==> config.mk <==
export PLATFORM = sky130hd
export DESIGN_NAME = pid_controller_anti_windup_flat
export DESIGN_NICKNAME = d
export VERILOG_FILES = /design/src/rtl/core/pidc_pkg.sv /design/src/rtl/core/pidc_if.sv /design/src/rtl/core/pidc_mul.sv /design/src/rtl/core/pidc_div.sv /design/src/rtl/core/pid_controller_anti_windup.sv /design/src/flat_wrapper.sv
export SDC_FILE = /design/constraint.sdc
export NUM_CORES = 2
export LEC_CHECK = 0
export ABC_CLOCK_PERIOD_IN_PS = 21300
export BUFFER_PORTS_ARGS = -buffer_cell sky130_fd_sc_hd__buf_2
export CORE_ASPECT_RATIO = 1.75
export CORE_UTILIZATION = 26
export CTS_CLUSTER_SIZE = 28
export DETAILED_ROUTE_END_ITERATION = 12
export PLACE_DENSITY = 0.5
export SETUP_SLACK_MARGIN = 0.4
export SLEW_MARGIN = 20
export SYNTH_ARGS = -nofsm -noshare
export SYNTH_HDL_FRONTEND = slang
export SYNTH_SLANG_ARGS = --single-unit
==> constraint.sdc <==
create_clock -name clock -period 21.3 [get_ports clock]
set_clock_uncertainty 0.2 [all_clocks]
set_input_delay 1.065 -clock clock [delete_from_list [all_inputs] [get_ports clock]]
set_output_delay 1.065 -clock clock [all_outputs]
set_load 0.01 [all_outputs]
==> src/rtl/core/pidc_pkg.sv <==
// Shared types and constants of the PID controller with anti-windup.
// Depends on nothing; every other file of the block depends on it.
package pidc_pkg;

   localparam int DATA_WIDTH_DEF = 32;
   localparam int FRAC_BITS_DEF  = 16;
   localparam int CSR_IDX_W      = 3;

   typedef enum logic [CSR_IDX_W-1:0] {
      CSR_GAIN_P     = 3'd0,
      CSR_GAIN_I     = 3'd1,
      CSR_GAIN_D     = 3'd2,
      CSR_SETPOINT   = 3'd3,
      CSR_PERIOD     = 3'd4,
      CSR_OUTPUT_MAX = 3'd5,
      CSR_OUTPUT_MIN = 3'd6,
      CSR_WEAKEN     = 3'd7
   } pidc_csr_type;

   typedef enum logic [1:0] {
      CLAMP_NONE = 2'd0,
      CLAMP_HIGH = 2'd1,
      CLAMP_LOW  = 2'd2
   } pidc_clamp_type;

   // Shared by the bit-serial multiplier and divider.
   typedef enum logic [1:0] {
      U_IDLE,
      U_RUN,
      U_FIN
   } pidc_unit_state_type;

   typedef enum logic [3:0] {
      S_IDLE,
      S_ERR,
      S_IMAX,
      S_IMIN,
      S_INC,
      S_CURI,
      S_DIFF,
      S_PTERM,
      S_ITERM,
      S_DTERM,
      S_CLAMP,
      S_WEAK,
      S_OUT
   } pidc_state_type;

endpackage

==> src/rtl/core/pidc_if.sv <==
// Channel interfaces of the PID controller: request, response and register write.
// Depends on pidc_pkg for default widths.
interface pidc_req_if #(parameter int DATA_WIDTH = pidc_pkg::DATA_WIDTH_DEF);
   logic                         valid;
   logic                         ready;
   logic signed [DATA_WIDTH-1:0] feedback;
   modport source (output valid, output feedback, input ready);
   modport sink (input valid, input feedback, output ready);
endinterface

interface pidc_rsp_if #(parameter int DATA_WIDTH = pidc_pkg::DATA_WIDTH_DEF);
   logic                         valid;
   logic                         ready;
   logic signed [DATA_WIDTH-1:0] control_out;
   logic [1:0]                   clamp_state;
   modport source (output valid, output control_out, output clamp_state, input ready);
   modport sink (input valid, input control_out, input clamp_state, output ready);
endinterface

interface pidc_csr_if #(parameter int DATA_WIDTH = pidc_pkg::DATA_WIDTH_DEF);
   logic                             valid;
   logic                             ready;
   logic [pidc_pkg::CSR_IDX_W-1:0]   index;
   logic [DATA_WIDTH-1:0]            data;
   modport source (output valid, output index, output data, input ready);
   modport sink (input valid, input index, input data, output ready);
endinterface

==> src/rtl/core/pidc_mul.sv <==
// Bit-serial fixed-point multiplier: one multiplier bit per cycle, then
// shift by the fraction bits and saturate. Depends on pidc_pkg.
module pidc_mul #(
   parameter int DATA_WIDTH = pidc_pkg::DATA_WIDTH_DEF,
   parameter int FRAC_BITS  = pidc_pkg::FRAC_BITS_DEF
) (
   input  logic                         clock,
   input  logic                         reset,
   input  logic                         start,
   input  logic signed [DATA_WIDTH-1:0] op_a,
   input  logic signed [DATA_WIDTH-1:0] op_b,
   output logic                         done,
   output logic signed [DATA_WIDTH-1:0] result
);
   import pidc_pkg::*;

   localparam int W     = DATA_WIDTH;
   localparam int F     = FRAC_BITS;
   localparam int CNT_W = $clog2(W + 1);
   localparam logic signed [W-1:0] SMIN = {1'b1, {(W-1){1'b0}}};
   localparam logic signed [W-1:0] SMAX = {1'b0, {(W-1){1'b1}}};

   pidc_unit_state_type state_ff, state_in;
   logic [CNT_W-1:0]    cnt_ff, cnt_in;
   logic [W-1:0]        x_ff, x_in;
   logic [W:0]          hi_ff, hi_in;
   logic [W-1:0]        lo_ff, lo_in;
   logic                neg_ff, neg_in;

   logic [W-1:0]        mag_a, mag_b;
   logic [W:0]          sum;
   logic [2*W-1:0]      prod;
   logic [2*W-F-1:0]    r;

   assign mag_a = op_a[W-1] ? (~op_a + 1'b1) : op_a;
   assign mag_b = op_b[W-1] ? (~op_b + 1'b1) : op_b;
   assign sum   = hi_ff + (lo_ff[0] ? {1'b0, x_ff} : {(W+1){1'b0}});
   assign prod  = {hi_ff[W-1:0], lo_ff};
   assign r     = prod[2*W-1:F];

   always_comb begin
      state_in = state_ff;
      case (state_ff)
         U_IDLE: if (start) state_in = U_RUN;
         U_RUN: if (cnt_ff == CNT_W'(1)) state_in = U_FIN;
         U_FIN: state_in = U_IDLE;
         default: state_in = U_IDLE;
      endcase
   end

   always_comb begin
      done   = (state_ff == U_FIN);
      result = {W{1'b0}};
      if (neg_ff) begin
         if ((|r[2*W-F-1:W]) || (r[W-1] && (|r[W-2:0]))) result = SMIN;
         else result = ~r[W-1:0] + 1'b1;
      end else begin
         if (|r[2*W-F-1:W-1]) result = SMAX;
         else result = r[W-1:0];
      end
   end

   always_comb begin
      cnt_in = cnt_ff;
      x_in   = x_ff;
      hi_in  = hi_ff;
      lo_in  = lo_ff;
      neg_in = neg_ff;
      case (state_ff)
         U_IDLE: begin
            if (start) begin
               x_in   = mag_a;
               lo_in  = mag_b;
               hi_in  = {(W+1){1'b0}};
               cnt_in = CNT_W'(W);
               neg_in = op_a[W-1] ^ op_b[W-1];
            end
         end
         U_RUN: begin
            hi_in  = {1'b0, sum[W:1]};
            lo_in  = {sum[0], lo_ff[W-1:1]};
            cnt_in = cnt_ff - 1'b1;
         end
         default: ;
      endcase
   end

   always_ff @(posedge clock) begin
      if (reset) state_ff <= U_IDLE;
      else state_ff <= state_in;
   end

   always_ff @(posedge clock) begin
      cnt_ff <= cnt_in;
      x_ff   <= x_in;
      hi_ff  <= hi_in;
      lo_ff  <= lo_in;
      neg_ff <= neg_in;
   end

endmodule

==> src/rtl/core/pidc_div.sv <==
// Bit-serial restoring divider for (a << FRAC_BITS) / b, one quotient bit per
// cycle, truncated toward zero and saturated. Depends on pidc_pkg.
module pidc_div #(
   parameter int DATA_WIDTH = pidc_pkg::DATA_WIDTH_DEF,
   parameter int FRAC_BITS  = pidc_pkg::FRAC_BITS_DEF
) (
   input  logic                         clock,
   input  logic                         reset,
   input  logic                         start,
   input  logic signed [DATA_WIDTH-1:0] op_a,
   input  logic signed [DATA_WIDTH-1:0] op_b,
   output logic                         done,
   output logic signed [DATA_WIDTH-1:0] result
);
   import pidc_pkg::*;

   localparam int W     = DATA_WIDTH;
   localparam int F     = FRAC_BITS;
   localparam int QW    = W + F;
   localparam int CNT_W = $clog2(QW + 1);
   localparam logic signed [W-1:0] SMIN = {1'b1, {(W-1){1'b0}}};
   localparam logic signed [W-1:0] SMAX = {1'b0, {(W-1){1'b1}}};

   pidc_unit_state_type state_ff, state_in;
   logic [CNT_W-1:0]    cnt_ff, cnt_in;
   logic [QW-1:0]       dq_ff, dq_in;
   logic [W:0]          rem_ff, rem_in;
   logic [W-1:0]        y_ff, y_in;
   logic                neg_ff, neg_in;
   logic                bz_ff, bz_in;
   logic                an_ff, an_in;
   logic                anz_ff, anz_in;

   logic [W-1:0]        mag_a, mag_b;
   logic [W:0]          trial;
   logic                ge;

   assign mag_a = op_a[W-1] ? (~op_a + 1'b1) : op_a;
   assign mag_b = op_b[W-1] ? (~op_b + 1'b1) : op_b;
   assign trial = {rem_ff[W-1:0], dq_ff[QW-1]};
   assign ge    = (trial >= {1'b0, y_ff});

   always_comb begin
      state_in = state_ff;
      case (state_ff)
         U_IDLE: if (start) state_in = (op_b == '0) ? U_FIN : U_RUN;
         U_RUN: if (cnt_ff == CNT_W'(1)) state_in = U_FIN;
         U_FIN: state_in = U_IDLE;
         default: state_in = U_IDLE;
      endcase
   end

   always_comb begin
      done   = (state_ff == U_FIN);
      result = {W{1'b0}};
      if (bz_ff) begin
         if (an_ff) result = SMIN;
         else if (anz_ff) result = SMAX;
      end else if (neg_ff) begin
         if ((|dq_ff[QW-1:W]) || (dq_ff[W-1] && (|dq_ff[W-2:0]))) result = SMIN;
         else result = ~dq_ff[W-1:0] + 1'b1;
      end else begin
         if (|dq_ff[QW-1:W-1]) result = SMAX;
         else result = dq_ff[W-1:0];
      end
   end

   always_comb begin
      cnt_in = cnt_ff;
      dq_in  = dq_ff;
      rem_in = rem_ff;
      y_in   = y_ff;
      neg_in = neg_ff;
      bz_in  = bz_ff;
      an_in  = an_ff;
      anz_in = anz_ff;
      case (state_ff)
         U_IDLE: begin
            if (start) begin
               dq_in  = {mag_a, {F{1'b0}}};
               rem_in = {(W+1){1'b0}};
               y_in   = mag_b;
               cnt_in = CNT_W'(QW);
               neg_in = op_a[W-1] ^ op_b[W-1];
               bz_in  = (op_b == '0);
               an_in  = op_a[W-1];
               anz_in = (op_a != '0);
            end
         end
         U_RUN: begin
            rem_in = ge ? (trial - {1'b0, y_ff}) : trial;
            dq_in  = {dq_ff[QW-2:0], ge};
            cnt_in = cnt_ff - 1'b1;
         end
         default: ;
      endcase
   end

   always_ff @(posedge clock) begin
      if (reset) state_ff <= U_IDLE;
      else state_ff <= state_in;
   end

   always_ff @(posedge clock) begin
      cnt_ff <= cnt_in;
      dq_ff  <= dq_in;
      rem_ff <= rem_in;
      y_ff   <= y_in;
      neg_ff <= neg_in;
      bz_ff  <= bz_in;
      an_ff  <= an_in;
      anz_ff <= anz_in;
   end

endmodule

==> src/rtl/core/pid_controller_anti_windup.sv <==
// The divisions (up to three) and multiplies (up to five) of a request run one after
// another on the shared bit-serial units. A new request is taken only while idle; the
// next request is taken while a result waits in the output register.
// Reset (synchronous): registers to defaults, integral and last error to zero.
module pid_controller_anti_windup #(
   parameter int DATA_WIDTH = pidc_pkg::DATA_WIDTH_DEF,
   parameter int FRAC_BITS  = pidc_pkg::FRAC_BITS_DEF
) (
   input  logic        clock,
   input  logic        reset,
   pidc_req_if.sink    req_if,
   pidc_rsp_if.source  rsp_if,
   pidc_csr_if.sink    csr_if
);
   import pidc_pkg::*;

   localparam int W = DATA_WIDTH;
   localparam int F = FRAC_BITS;
   localparam logic signed [W-1:0] SMIN = {1'b1, {(W-1){1'b0}}};
   localparam logic signed [W-1:0] SMAX = {1'b0, {(W-1){1'b1}}};
   localparam logic [W-2:0] PERIOD_RST = (W-1)'(1) << F;
   localparam logic [F:0]   WEAKEN_RST = (F+1)'(1) << (F - 1);

   // Saturate a one-bit-wider sum to the data range.
   function automatic logic signed [W-1:0] sat_w(input logic [W:0] v);
      logic signed [W-1:0] r;
      if (v[W] != v[W-1]) r = v[W] ? SMIN : SMAX;
      else r = v[W-1:0];
      return r;
   endfunction

   // Configuration registers
   logic [W-2:0]        gain_p_ff, gain_p_in;
   logic [W-2:0]        gain_i_ff, gain_i_in;
   logic [W-2:0]        gain_d_ff, gain_d_in;
   logic signed [W-1:0] setpoint_ff, setpoint_in;
   logic [W-2:0]        period_ff, period_in;
   logic signed [W-1:0] output_max_ff, output_max_in;
   logic signed [W-1:0] output_min_ff, output_min_in;
   logic [F:0]          weaken_ff, weaken_in;

   // Controller state and per-request working registers
   pidc_state_type      state_ff, state_in;
   logic                launched_ff, launched_in;
   logic                first_run_ff, first_run_in;
   logic signed [W-1:0] last_error_ff, last_error_in;
   logic signed [W-1:0] integral_ff, integral_in;
   logic signed [W-1:0] fb_ff, fb_in;
   logic signed [W-1:0] err_ff, err_in;
   logic signed [W-1:0] imax_ff, imax_in;
   logic signed [W-1:0] imin_ff, imin_in;
   logic signed [W-1:0] inc_ff, inc_in;
   logic signed [W-1:0] cur_i_ff, cur_i_in;
   logic signed [W-1:0] diff_ff, diff_in;
   logic signed [W-1:0] acc_ff, acc_in;
   logic signed [W-1:0] co_ff, co_in;
   pidc_clamp_type      clamp_ff, clamp_in;

   // Output register
   logic                rsp_valid_ff, rsp_valid_in;
   logic signed [W-1:0] control_out_ff, control_out_in;
   pidc_clamp_type      clamp_state_ff, clamp_state_in;

   // Shared arithmetic units
   logic                mul_start, mul_done;
   logic signed [W-1:0] mul_a, mul_b, mul_res;
   logic                div_start, div_done;
   logic signed [W-1:0] div_a, div_b, div_res;

   logic                req_take;
   logic signed [W-1:0] err_calc, avg, curi_raw, curi_clip, diff_op;
   logic signed [W:0]   err_sum, err_half;
   logic                use_diff, clamp_hi, clamp_lo, need_weak, slot_free;

   pidc_mul #(.DATA_WIDTH(W), .FRAC_BITS(F)) u_mul (
      .clock  (clock),
      .reset  (reset),
      .start  (mul_start),
      .op_a   (mul_a),
      .op_b   (mul_b),
      .done   (mul_done),
      .result (mul_res)
   );

   pidc_div #(.DATA_WIDTH(W), .FRAC_BITS(F)) u_div (
      .clock  (clock),
      .reset  (reset),
      .start  (div_start),
      .op_a   (div_a),
      .op_b   (div_b),
      .done   (div_done),
      .result (div_res)
   );

   assign req_take  = req_if.valid && req_if.ready;
   assign slot_free = !rsp_valid_ff || rsp_if.ready;
   assign use_diff  = (gain_d_ff != '0) && !first_run_ff;

   // Error, trapezoid average (halved toward zero), integral candidate
   assign err_calc  = sat_w({setpoint_ff[W-1], setpoint_ff} - {fb_ff[W-1], fb_ff});
   assign err_sum   = {last_error_ff[W-1], last_error_ff} + {err_ff[W-1], err_ff};
   assign err_half  = (err_sum + (W+1)'(err_sum[W])) >>> 1;
   assign avg       = err_half[W-1:0];
   assign curi_raw  = sat_w({integral_ff[W-1], integral_ff} + {inc_ff[W-1], inc_ff});
   assign curi_clip = (curi_raw > imax_ff) ? imax_ff :
                      ((curi_raw < imin_ff) ? imin_ff : curi_raw);
   assign diff_op   = sat_w({err_ff[W-1], err_ff} - {last_error_ff[W-1], last_error_ff});

   // Output limits: the high check wins when the limits cross. Weaken the stored
   // integral unless the increment points back into range.
   assign clamp_hi  = (acc_ff >= output_max_ff);
   assign clamp_lo  = !clamp_hi && (acc_ff <= output_min_ff);
   assign need_weak = (clamp_hi && !(inc_ff < 0)) || (clamp_lo && !(inc_ff > 0));

   // Next state
   always_comb begin
      state_in = state_ff;
      case (state_ff)
         S_IDLE: if (req_take) state_in = S_ERR;
         S_ERR: begin
            if (gain_i_ff != '0) state_in = S_IMAX;
            else if (use_diff) state_in = S_DIFF;
            else state_in = S_PTERM;
         end
         S_IMAX: if (div_done) state_in = S_IMIN;
         S_IMIN: if (div_done) state_in = S_INC;
         S_INC: if (mul_done) state_in = S_CURI;
         S_CURI: state_in = use_diff ? S_DIFF : S_PTERM;
         S_DIFF: if (div_done) state_in = S_PTERM;
         S_PTERM: if (mul_done) state_in = S_ITERM;
         S_ITERM: if (mul_done) state_in = S_DTERM;
         S_DTERM: if (mul_done) state_in = S_CLAMP;
         S_CLAMP: state_in = need_weak ? S_WEAK : S_OUT;
         S_WEAK: if (mul_done) state_in = S_OUT;
         S_OUT: if (slot_free) state_in = S_IDLE;
         default: state_in = S_IDLE;
      endcase
   end

   // Outputs of the sequencer: handshakes, unit launches and operand select
   always_comb begin
      req_if.ready = (state_ff == S_IDLE);
      csr_if.ready = 1'b1;
      mul_start    = 1'b0;
      div_start    = 1'b0;
      mul_a        = '0;
      mul_b        = '0;
      div_a        = '0;
      div_b        = '0;
      case (state_ff)
         S_IMAX: begin
            div_start = !launched_ff;
            div_a     = output_max_ff;
            div_b     = {1'b0, gain_i_ff};
         end
         S_IMIN: begin
            div_start = !launched_ff;
            div_a     = output_min_ff;
            div_b     = {1'b0, gain_i_ff};
         end
         S_INC: begin
            mul_start = !launched_ff;
            mul_a     = avg;
            mul_b     = {1'b0, period_ff};
         end
         S_DIFF: begin
            div_start = !launched_ff;
            div_a     = diff_op;
            div_b     = {1'b0, period_ff};
         end
         S_PTERM: begin
            mul_start = !launched_ff;
            mul_a     = {1'b0, gain_p_ff};
            mul_b     = err_ff;
         end
         S_ITERM: begin
            mul_start = !launched_ff;
            mul_a     = {1'b0, gain_i_ff};
            mul_b     = cur_i_ff;
         end
         S_DTERM: begin
            mul_start = !launched_ff;
            mul_a     = {1'b0, gain_d_ff};
            mul_b     = diff_ff;
         end
         S_WEAK: begin
            mul_start = !launched_ff;
            mul_a     = integral_ff;
            mul_b     = {{(W-F-1){1'b0}}, weaken_ff};
         end
         default: ;
      endcase
   end

   assign rsp_if.valid       = rsp_valid_ff;
   assign rsp_if.control_out = control_out_ff;
   assign rsp_if.clamp_state = clamp_state_ff;

   // Configuration writes
   always_comb begin
      gain_p_in     = gain_p_ff;
      gain_i_in     = gain_i_ff;
      gain_d_in     = gain_d_ff;
      setpoint_in   = setpoint_ff;
      period_in     = period_ff;
      output_max_in = output_max_ff;
      output_min_in = output_min_ff;
      weaken_in     = weaken_ff;
      if (csr_if.valid && csr_if.ready) begin
         case (csr_if.index)
            CSR_GAIN_P:     gain_p_in     = csr_if.data[W-2:0];
            CSR_GAIN_I:     gain_i_in     = csr_if.data[W-2:0];
            CSR_GAIN_D:     gain_d_in     = csr_if.data[W-2:0];
            CSR_SETPOINT:   setpoint_in   = csr_if.data;
            CSR_PERIOD:     period_in     = csr_if.data[W-2:0];
            CSR_OUTPUT_MAX: output_max_in = csr_if.data;
            CSR_OUTPUT_MIN: output_min_in = csr_if.data;
            CSR_WEAKEN:     weaken_in     = csr_if.data[F:0];
            default: ;
         endcase
      end
   end

   // Datapath: capture each unit result as its step finishes
   always_comb begin
      launched_in    = launched_ff;
      first_run_in   = first_run_ff;
      last_error_in  = last_error_ff;
      integral_in    = integral_ff;
      fb_in          = fb_ff;
      err_in         = err_ff;
      imax_in        = imax_ff;
      imin_in        = imin_ff;
      inc_in         = inc_ff;
      cur_i_in       = cur_i_ff;
      diff_in        = diff_ff;
      acc_in         = acc_ff;
      co_in          = co_ff;
      clamp_in       = clamp_ff;
      rsp_valid_in   = rsp_valid_ff && !rsp_if.ready;
      control_out_in = control_out_ff;
      clamp_state_in = clamp_state_ff;

      // Mark a unit busy on launch, free it when its result lands.
      if (mul_start || div_start) launched_in = 1'b1;
      if (mul_done || div_done) launched_in = 1'b0;

      case (state_ff)
         S_IDLE: if (req_take) fb_in = req_if.feedback;
         S_ERR: begin
            err_in   = err_calc;
            inc_in   = '0;
            cur_i_in = '0;
            diff_in  = '0;
         end
         S_IMAX: if (div_done) imax_in = div_res;
         S_IMIN: if (div_done) imin_in = div_res;
         S_INC: if (mul_done) inc_in = mul_res;
         S_CURI: cur_i_in = curi_clip;
         S_DIFF: if (div_done) diff_in = div_res;
         S_PTERM: if (mul_done) acc_in = mul_res;
         S_ITERM, S_DTERM: begin
            if (mul_done) acc_in = sat_w({acc_ff[W-1], acc_ff} + {mul_res[W-1], mul_res});
         end
         S_CLAMP: begin
            first_run_in  = 1'b0;
            last_error_in = err_ff;
            if (clamp_hi) begin
               co_in    = output_max_ff;
               clamp_in = CLAMP_HIGH;
            end else if (clamp_lo) begin
               co_in    = output_min_ff;
               clamp_in = CLAMP_LOW;
            end else begin
               co_in    = acc_ff;
               clamp_in = CLAMP_NONE;
            end
            // Hold the old integral for the weakening multiply.
            if (!need_weak) integral_in = cur_i_ff;
         end
         S_WEAK: if (mul_done) integral_in = mul_res;
         S_OUT: begin
            if (slot_free) begin
               rsp_valid_in   = 1'b1;
               control_out_in = co_ff;
               clamp_state_in = clamp_ff;
            end
         end
         default: ;
      endcase
   end

   always_ff @(posedge clock) begin
      if (reset) begin
         state_ff      <= S_IDLE;
         launched_ff   <= 1'b0;
         rsp_valid_ff  <= 1'b0;
         first_run_ff  <= 1'b1;
         last_error_ff <= '0;
         integral_ff   <= '0;
         gain_p_ff     <= '0;
         gain_i_ff     <= '0;
         gain_d_ff     <= '0;
         setpoint_ff   <= '0;
         period_ff     <= PERIOD_RST;
         output_max_ff <= '0;
         output_min_ff <= '0;
         weaken_ff     <= WEAKEN_RST;
      end else begin
         state_ff      <= state_in;
         launched_ff   <= launched_in;
         rsp_valid_ff  <= rsp_valid_in;
         first_run_ff  <= first_run_in;
         last_error_ff <= last_error_in;
         integral_ff   <= integral_in;
         gain_p_ff     <= gain_p_in;
         gain_i_ff     <= gain_i_in;
         gain_d_ff     <= gain_d_in;
         setpoint_ff   <= setpoint_in;
         period_ff     <= period_in;
         output_max_ff <= output_max_in;
         output_min_ff <= output_min_in;
         weaken_ff     <= weaken_in;
      end
   end

   always_ff @(posedge clock) begin
      fb_ff          <= fb_in;
      err_ff         <= err_in;
      imax_ff        <= imax_in;
      imin_ff        <= imin_in;
      inc_ff         <= inc_in;
      cur_i_ff       <= cur_i_in;
      diff_ff        <= diff_in;
      acc_ff         <= acc_in;
      co_ff          <= co_in;
      clamp_ff       <= clamp_in;
      control_out_ff <= control_out_in;
      clamp_state_ff <= clamp_state_in;
   end

   // A request always starts the error step next.
   a_req_to_err: assert property (@(posedge clock) disable iff (reset)
      req_take |=> (state_ff == S_ERR))
      else $error("request not followed by error step");

   // The two serial units never launch together.
   a_one_unit: assert property (@(posedge clock) disable iff (reset)
      !(mul_start && div_start))
      else $error("multiplier and divider launched together");

   // A high clamp reports the upper limit.
   a_clamp_hi_value: assert property (@(posedge clock) disable iff (reset)
      (rsp_valid_ff && (clamp_state_ff == CLAMP_HIGH)) |-> (control_out_ff == output_max_ff))
      else $error("high clamp without upper limit on output");

   // Do not overwrite a waiting result.
   a_out_wait: assert property (@(posedge clock) disable iff (reset)
      ((state_ff == S_OUT) && rsp_valid_ff && !rsp_if.ready) |=> (state_ff == S_OUT))
      else $error("result loaded over a pending response");

endmodule

==> src/flat_wrapper.sv <==
// flat-port wrapper written by rule: the top's interface ports become plain ports
module pid_controller_anti_windup_flat import pidc_pkg::*;
#(
   parameter int DATA_WIDTH = pidc_pkg::DATA_WIDTH_DEF,
   parameter int FRAC_BITS  = pidc_pkg::FRAC_BITS_DEF
)
  (clock, reset, req_if_valid, req_if_feedback, req_if_ready, rsp_if_valid, rsp_if_control_out, rsp_if_clamp_state, rsp_if_ready, csr_if_valid, csr_if_index, csr_if_data, csr_if_ready);
  pidc_req_if #(.DATA_WIDTH(DATA_WIDTH)) req_if_i ();
  pidc_rsp_if #(.DATA_WIDTH(DATA_WIDTH)) rsp_if_i ();
  pidc_csr_if #(.DATA_WIDTH(DATA_WIDTH)) csr_if_i ();
  input  logic clock;
  input  logic reset;
  input wire logic [$bits(req_if_i.valid)-1:0] req_if_valid;
  input wire logic [$bits(req_if_i.feedback)-1:0] req_if_feedback;
  output wire logic [$bits(req_if_i.ready)-1:0] req_if_ready;
  output wire logic [$bits(rsp_if_i.valid)-1:0] rsp_if_valid;
  output wire logic [$bits(rsp_if_i.control_out)-1:0] rsp_if_control_out;
  output wire logic [$bits(rsp_if_i.clamp_state)-1:0] rsp_if_clamp_state;
  input wire logic [$bits(rsp_if_i.ready)-1:0] rsp_if_ready;
  input wire logic [$bits(csr_if_i.valid)-1:0] csr_if_valid;
  input wire logic [$bits(csr_if_i.index)-1:0] csr_if_index;
  input wire logic [$bits(csr_if_i.data)-1:0] csr_if_data;
  output wire logic [$bits(csr_if_i.ready)-1:0] csr_if_ready;
  assign req_if_i.valid = req_if_valid;
  assign req_if_i.feedback = req_if_feedback;
  assign req_if_ready = req_if_i.ready;
  assign rsp_if_valid = rsp_if_i.valid;
  assign rsp_if_control_out = rsp_if_i.control_out;
  assign rsp_if_clamp_state = rsp_if_i.clamp_state;
  assign rsp_if_i.ready = rsp_if_ready;
  assign csr_if_i.valid = csr_if_valid;
  assign csr_if_i.index = csr_if_index;
  assign csr_if_i.data = csr_if_data;
  assign csr_if_ready = csr_if_i.ready;
  pid_controller_anti_windup #(.DATA_WIDTH(DATA_WIDTH), .FRAC_BITS(FRAC_BITS)) u_core (.clock(clock), .reset(reset), .req_if(req_if_i), .rsp_if(rsp_if_i), .csr_if(csr_if_i));
endmodule
# Yosys cells after proc, flatten, opt, wreduce, memory -nomap -nowiden
# Cells that the tools add are included.
word_totals:
  reg_bits: 862
  inputBits: 72
  output_inout_bits: 37
  elab_cells: 267
classes:
  add_sub_neg: 16
  order_cmp: 7
  n_eq_ne: 45
  mux: 78
  bitwise: 8
  n_reduce_logical: 70
ops:
  columns: ["op", "n"]
  rows:
  - ["two-way mux 32 bit", 30]
  - ["one-hot mux 32 bit (2 select lines)", 7]
  - ["one-hot mux 32 bit (5 select lines)", 2]
  - ["adder 32 x 1 -> 32 bit (second input constant)", 6]
  - ["NOT 32 bit", 6]
  - ["adder 32 x 32 -> 33 bit", 3]
  - ["one-hot mux 32 bit (3 select lines)", 1]
  - ["one-hot mux 48 bit (2 select lines)", 1]
  - ["two-way mux 31 bit", 3]
  - ["one-hot mux 33 bit (2 select lines)", 1]
  - ["subtractor 32 x 32 -> 33 bit", 2]
  - ["one-hot mux 31 bit (2 select lines)", 1]
  - ["nonzero test 31 bit", 2]
  - ["OR reduction 31 bit", 2]
  - ["one-hot mux 4 bit (13 select lines)", 1]
  - ["two-way mux 48 bit", 1]
  - ["two-way mux 4 bit", 11]
  - ["AND reduction 2 bit", 20]
  - ["OR reduction 17 bit", 2]
  - ["adder 33 x 1 -> 33 bit", 1]
  - ["adder 33 x 32 -> 33 bit", 1]
  - ["greater-or-equal comparator 33 x 32 -> 1 bit", 1]
  - ["two-way mux 33 bit", 1]
  - ["greater-or-equal comparator 32 bit", 1]
  - ["other kinds (43)", 117]

# Longest topological paths before layout
depth:
  ltp_word: 10
  depth_mapped: 35
  mapped_depth_nobuf: 32

# Hierarchy
# Synthesis repeated with hierarchy kept, for this count alone.
unflattened:
  hier_cells: 6408
  area_unflattened_um2: 56482.9
modules_own_cells:
  columns: ["module", "instances", "cells_each", "area_each_um2", "seq_area_each_um2"]
  rows:
  - ["pid_controller_anti_windup", 1, 4483, 39156.3, 15895.2]
  - ["pidc_div", 1, 1007, 9173.8, 3703.6]
  - ["pidc_mul", 1, 918, 8152.8, 3133.0]

# Worst setup path after synthesis
# OpenSTA, ideal clock, no wires.
synth_timing:
  path_kind: "reg2reg"
  start: "reg u_core.state_ff[1]"
  end: "reg u_core.u_mul.cnt_ff[0] (enable)"
  setup_ns: 0.602
  t_arrival_ns: 6.440
  t_required_ns: 20.498
  slack_ns: 14.058
  path_stages_with_launch: 7
  path_buffers: 2
  period_less_slack_ns: 7.242
  path_cell_list: "dfxtp_1 -> clkbuf_1 -> buf_1 -> nor2b_1 -> o21ai_0 -> nand3_1 -> o31ai_1"
synth_between:
  elab_chain_len: 5
  elab_cells_between_ends: 9
  cone_classes: "eq/ne (6); mux (1); reduce/logical (2)"
synth_rtl:
  columns: ["element", "line_no", "text"]
  rows:
  - ["start: declaration", "pid_controller_anti_windup.sv:43", "pidc_state_type state_ff, state_in;"]
  - ["start signal: assignment", "pid_controller_anti_windup.sv:310", "state_ff <= state_in;"]
  - ["equality test 4 x 3 -> 1 bit / equality test 4 bit (equally long branches)", "pid_controller_anti_windup.sv:150", "case (state_ff)"]
  - ["OR reduction 5 bit (no source line) *", null, null]
  - ["two-way mux 1 bit *", null, null]
  - ["inequality test 2 x 1 -> 1 bit (no source line) *", null, null]
  - ["AND reduction 2 bit (no source line) *", null, null]
  - ["end signal: assignment", "pidc_mul.sv:94", "cnt_ff <= cnt_in;"]
  - ["end: declaration", "pidc_mul.sv:24", "logic [CNT_W-1:0] cnt_ff, cnt_in;"]
# Every way passes the cells marked *; elsewhere a longest branch is shown, timed or not.
# A chain may end at the register's enable or synchronous reset.

# Worst setup path in the final report
layout_timing:
  start: "reg u_core.err_ff[7]"
  end: "reg u_core.u_div.dq_ff[46] (data pin)"
layout_between:
  elab_chain_len: 9
  elab_cells_between_ends: 10
  cone_classes: "add/sub (2); eq/ne (1); mux (6); bitwise (1)"
layout_rtl:
  columns: ["element", "line_no", "text"]
  rows:
  - ["start: declaration", "pid_controller_anti_windup.sv:49", "logic signed [W-1:0] err_ff, err_in;"]
  - ["start signal: assignment", "pid_controller_anti_windup.sv:329", "err_ff <= err_in;"]
  - ["subtractor 32 x 32 -> 33 bit *", "pid_controller_anti_windup.sv:107", "assign diff_op = sat_w({err_ff[W-1], err_ff} - {last_error_ff[W-1], last_error_ff});"]
  - ["two-way mux 32 bit / inequality test 1 bit (equally long branches)", "pid_controller_anti_windup.sv:27", "if (v[W] != v[W-1]) r = v[W] ? SMIN : SMAX;"]
  - ["two-way mux 32 bit *", "pid_controller_anti_windup.sv:27", null]
  - ["one-hot mux 32 bit (3 select lines) *", "pid_controller_anti_windup.sv:150", null]
  - ["NOT 32 bit", "pidc_div.sv:38", "assign mag_a = op_a[W-1] ? (~op_a + 1'b1) : op_a;"]
  - ["adder 32 x 1 -> 32 bit", "pidc_div.sv:38", null]
  - ["two-way mux 32 bit *", "pidc_div.sv:38", null]
  - ["two-way mux 48 bit *", "pidc_div.sv:79", "if (start) begin"]
  - ["one-hot mux 48 bit (2 select lines) *", "pidc_div.sv:77", "case (state_ff)"]
  - ["named net u_core.u_div.dq_in[46]", "pidc_div.sv:26", "logic [QW-1:0] dq_ff, dq_in;"]
  - ["end signal: assignment", "pidc_div.sv:106", "dq_ff <= dq_in;"]
  - ["end: declaration", "pidc_div.sv:26", null]
# The timed path passes the listed nets; every way through them passes the cells marked *. The select of a mux whose other input is x is not followed.

==> flow_metrics.env <==
export IMPL_startpoint="u_core.err_ff[7]"
export IMPL_synth_top_flop_cell="edfxtp_1"
export IMPL_htreeDepth=3
export IMPL_final_cell_mix="906 x nand2_1, 627 x a21oi_1, 547 x edfxtp_1"
export IMPL_vias_per_cell=5.40
export IMPL_synth_edf_count=547
export IMPL_ys_top_cells_by_area="edfxtp_1 30%, dfxtp_1 11%, ha_1 8.2%, nand2_1 6.2%, a21oi_1 5.8%"
export IMPL_vdd_ir_drop_max_mv=0.0656
export IMPL_crit_path_max_fanout=22
export IMPL_worst_path_largest_cell_delay_ns=0.81
export IMPL_end_kind="register"
export IMPL_drc=0
export IMPL_finalHoldViolCount=0
export IMPL_cts_hold_buf=0
export IMPL_whs_path_depth=0
export IMPL_tritoncts="built"
export IMPL_grt_max_degree=209
export IMPL_slew_headroom_pct=19.9
export IMPL_rsz0062_at_grt="no"
export IMPL_num_rows=223
export IMPL_cts_resized=0
export IMPL_synthXorXnorAreaFrac_pct=4.17
export IMPL_globalRouteTotalUtil_pct=23.1
export IMPL_portBuffers=107
export IMPL_worstSetupEndpoint="u_core.u_div.dq_ff[46]"
export IMPL_grt_overflow_total=0
export IMPL_r2r_end="u_core.u_div.dq_ff[46]"
export IMPL_die_w_um=351
export IMPL_status="finished, final reports clean"
export IMPL_ff2ff_setup_slack_ns=12.47
export IMPL_layout_commonest_cell="nand2_1"
export IMPL_synthMuxAreaShare_pct=1.95
export IMPL_worstSetupStartpointType="register"
export IMPL_ys_seq_area_share_pct=40.9
export IMPL_first_pass_iters=6
export IMPL_routed_wl_mm=255
export IMPL_clkSlewWorstSetupHoldPaths_ns=0.07
export IMPL_synth_largest_area_cell="edfxtp_1"
export IMPL_io_pins=109
export IMPL_dieArea_sq_um=215000
export IMPL_required_ns=21.66
export IMPL_arrival_ns=9.20
export IMPL_yosysWarningCount=0
export IMPL_drt_iter0_drc=4590
export IMPL_min_period_ns=8.83
export IMPL_slew_viol_final=0
export IMPL_die_y_um=613
export IMPL_hpwl_mm=200
export IMPL_cts_root_buf="clkbuf_16"
export IMPL_syn_area_per_cell_sq_um=8.77
export IMPL_yosys_area_share_simple_pct=18.1
export IMPL_clockBufferDepth=3
export IMPL_synth_compound_area_share_pct=21.3
export IMPL_synth_cell_types=110
export IMPL_grt_pass1_wl_mm=355
export IMPL_setup_violations=0
export IMPL_rr_startpoint="u_core.err_ff[7]"
export IMPL_antenna_found_initial=15
export IMPL_netlist_area_sq_um=55400
export IMPL_max_freq_mhz=113
export IMPL_insertion_delay_ns=0.72
export IMPL_critPathKind="register to register"
export IMPL_yosys_area_top_type_share_pct=29.7
export IMPL_synth_top_family_by_area="compound AO/OA/AOI/OAI gates"
export IMPL_power_density_nw_per_um2=114
export IMPL_drv_cap=0
export IMPL_fin_nets=6740
export IMPL_crit_slowest_cell="nor4_1"
export IMPL_finalSetupTns_ns=0
export IMPL_clock_sinks=859
export IMPL_ys_ff_latch=859
export IMPL_synth_fp_nets=6760
export IMPL_area_growth_pct=12.9
export IMPL_first_global_vias=48454
export IMPL_final_util_pct=29.6
export IMPL_numCtsBuffers=92
export IMPL_routedWlPerCell_um=27.8
export IMPL_leakage_uw=0.0231
export IMPL_synth_adder_area_share_pct=8.62
export IMPL_synthArstFlopShare_pct=0
export IMPL_timing_final_crit_share_pct=41.5
export IMPL_cp_num_cells=30
export IMPL_drtAntennaViolNets=0
export IMPL_path_buf_inv=3
export IMPL_hp_class="register to register"
export IMPL_cp_top_family="simple AND/OR/NAND/NOR gates"
export IMPL_post_cts_buffers=0
export IMPL_tightest_slew_ns=1.19
export IMPL_drive_above_1_share_pct=8.12
export IMPL_fill_cells=22335
export IMPL_coreArea_sq_um=211000
export IMPL_regArea_sq_um=22700
export IMPL_synthCells=6317
export IMPL_gp_congestion=0.990
export IMPL_multi_input_area_sq_um=30300
export IMPL_initial_core_util_pct=26.2
export IMPL_reg2reg_depth=30
export IMPL_via_count=49702
-- routing by layer --
metal | vias up | global-route usage [%] | wire length, um
li1 | 22858 | - | -
met1 | 24109 | 24.0 | 90100
met2 | 2031 | 39.2 | 122000
met3 | 698 | 3.60 | 14700
met4 | 6 | 22.1 | 28500
met5 | - | 0 | 41
-- logic make-up after synthesis --
logic type,after synthesis
XOR/XNOR,264
other,1
AND/OR/NAND/NOR,2136
multiplexers,107
adder cells (fa/ha/maj),379
buffers and inverters,713
flip-flops,859
AO/OA/AOI/OAI,1858
-- sequential cells by signal, summed over array words and instances, names as in the netlist, 32 cells and up --
name                       cells
u_core.imin_ff                32
u_core.co_ff                  32
u_core.rsp_if.control_out     32
u_core.integral_ff            32
u_core.acc_ff                 32
u_core.diff_ff                32
u_core.output_max_ff          32
u_core.output_min_ff          32
u_core.last_error_ff          32
u_core.setpoint_ff            32
u_core.cur_i_ff               32
u_core.u_mul.hi_ff            32
u_core.fb_ff                  32
u_core.u_mul.lo_ff            32
u_core.u_mul.x_ff             32
u_core.u_div.rem_ff           32
u_core.u_div.dq_ff            48
u_core.err_ff                 32
u_core.imax_ff                32
u_core.inc_ff                 32
-- per-stage QoR --
| step | std cells | setup slack, ns | instance area, sq um | hold slack (ns) | total power [uW] |
|---|---|---|---|---|---|
| global placement | 9011 | 12.80 | 59300 | 0.208 | 5400 |
| CTS | 9187 | 12.65 | 62500 | 0.220 | 7150 |
| detailed placement | 9014 | 12.71 | 59400 | 0.205 | 5410 |
| global route | 9189 | 11.96 | 62500 | 0.221 | 7470 |
| floorplan | 6317 | 14.06 | 55400 | 0.200 | 4220 |
| finish | 9200 | 12.47 | 62500 | 0.220 | 7160 |
-- Yosys cell counts (14+ instances only) --
cell type,number
o221ai_1,23
inv_1,367
clkbuf_1,285
o31a_1,15
nor3b_1,23
or2_2,29
o21a_1,58
o21bai_1,26
o21ai_0,372
xor2_1,85
a21o_1,126
o22ai_1,29
o2bb2ai_1,33
mux2i_1,99
and2_1,93
a31oi_1,54
a21boi_0,22
a221oi_1,29
o211ai_1,32
xnor2_1,179
ha_1,364
a211oi_1,50
nor2_1,415
or4_1,15
clkbuf_2,17
a22oi_1,109
nand4_1,63
nand2_1,909
and3_1,45
nor3_1,124
nor4_1,81
or3_1,55
nand3_1,95
buf_1,21
a21oi_1,637
o31ai_1,59
nand2b_1,72
edfxtp_1,547
nor2b_1,63
dfxtp_1,312
a222oi_1,14
a22o_1,48
-- how the worst min path moves through the flow --
stage	endpoint	start	slack (ns)
after floorplan	u_core.rsp_if.clamp_state[0]	u_core.clamp_ff[0]	0.20
after global placement	u_core.rsp_if.control_out[27]	u_core.co_ff[27]	0.21
after detailed placement	u_core.rsp_if.control_out[8]	u_core.co_ff[8]	0.20
after CTS	u_core.rsp_if.control_out[8]	u_core.co_ff[8]	0.22
after global routing	u_core.rsp_if.control_out[5]	u_core.co_ff[5]	0.22
final	u_core.rsp_if.control_out[8]	u_core.co_ff[8]	0.22
-- final cells by class --
class / instances / area share [%]
inverter: 372 / 2.23
clock inverter: 55 / 0.886
antenna: 12 / 0.0480
sequential: 859 / 36.3
tap: 2812 / 5.63
clock buffer: 118 / 4.11
timing repair buffer: 227 / 2.42
multi-input combinational: 4745 / 48.4
-- where the power goes --
part | switching, uW | total [uW] | internal (uW) | leakage (uW)
clock | 772 | 1730 | 960 | 0.00153
combinational | 1980 | 2940 | 957 | 0.0139
sequential | 339 | 2490 | 2150 | 0.00763
total | 3090 | 7160 | 4070 | 0.0231
Note: power is estimated with default switching activity, not from simulation.
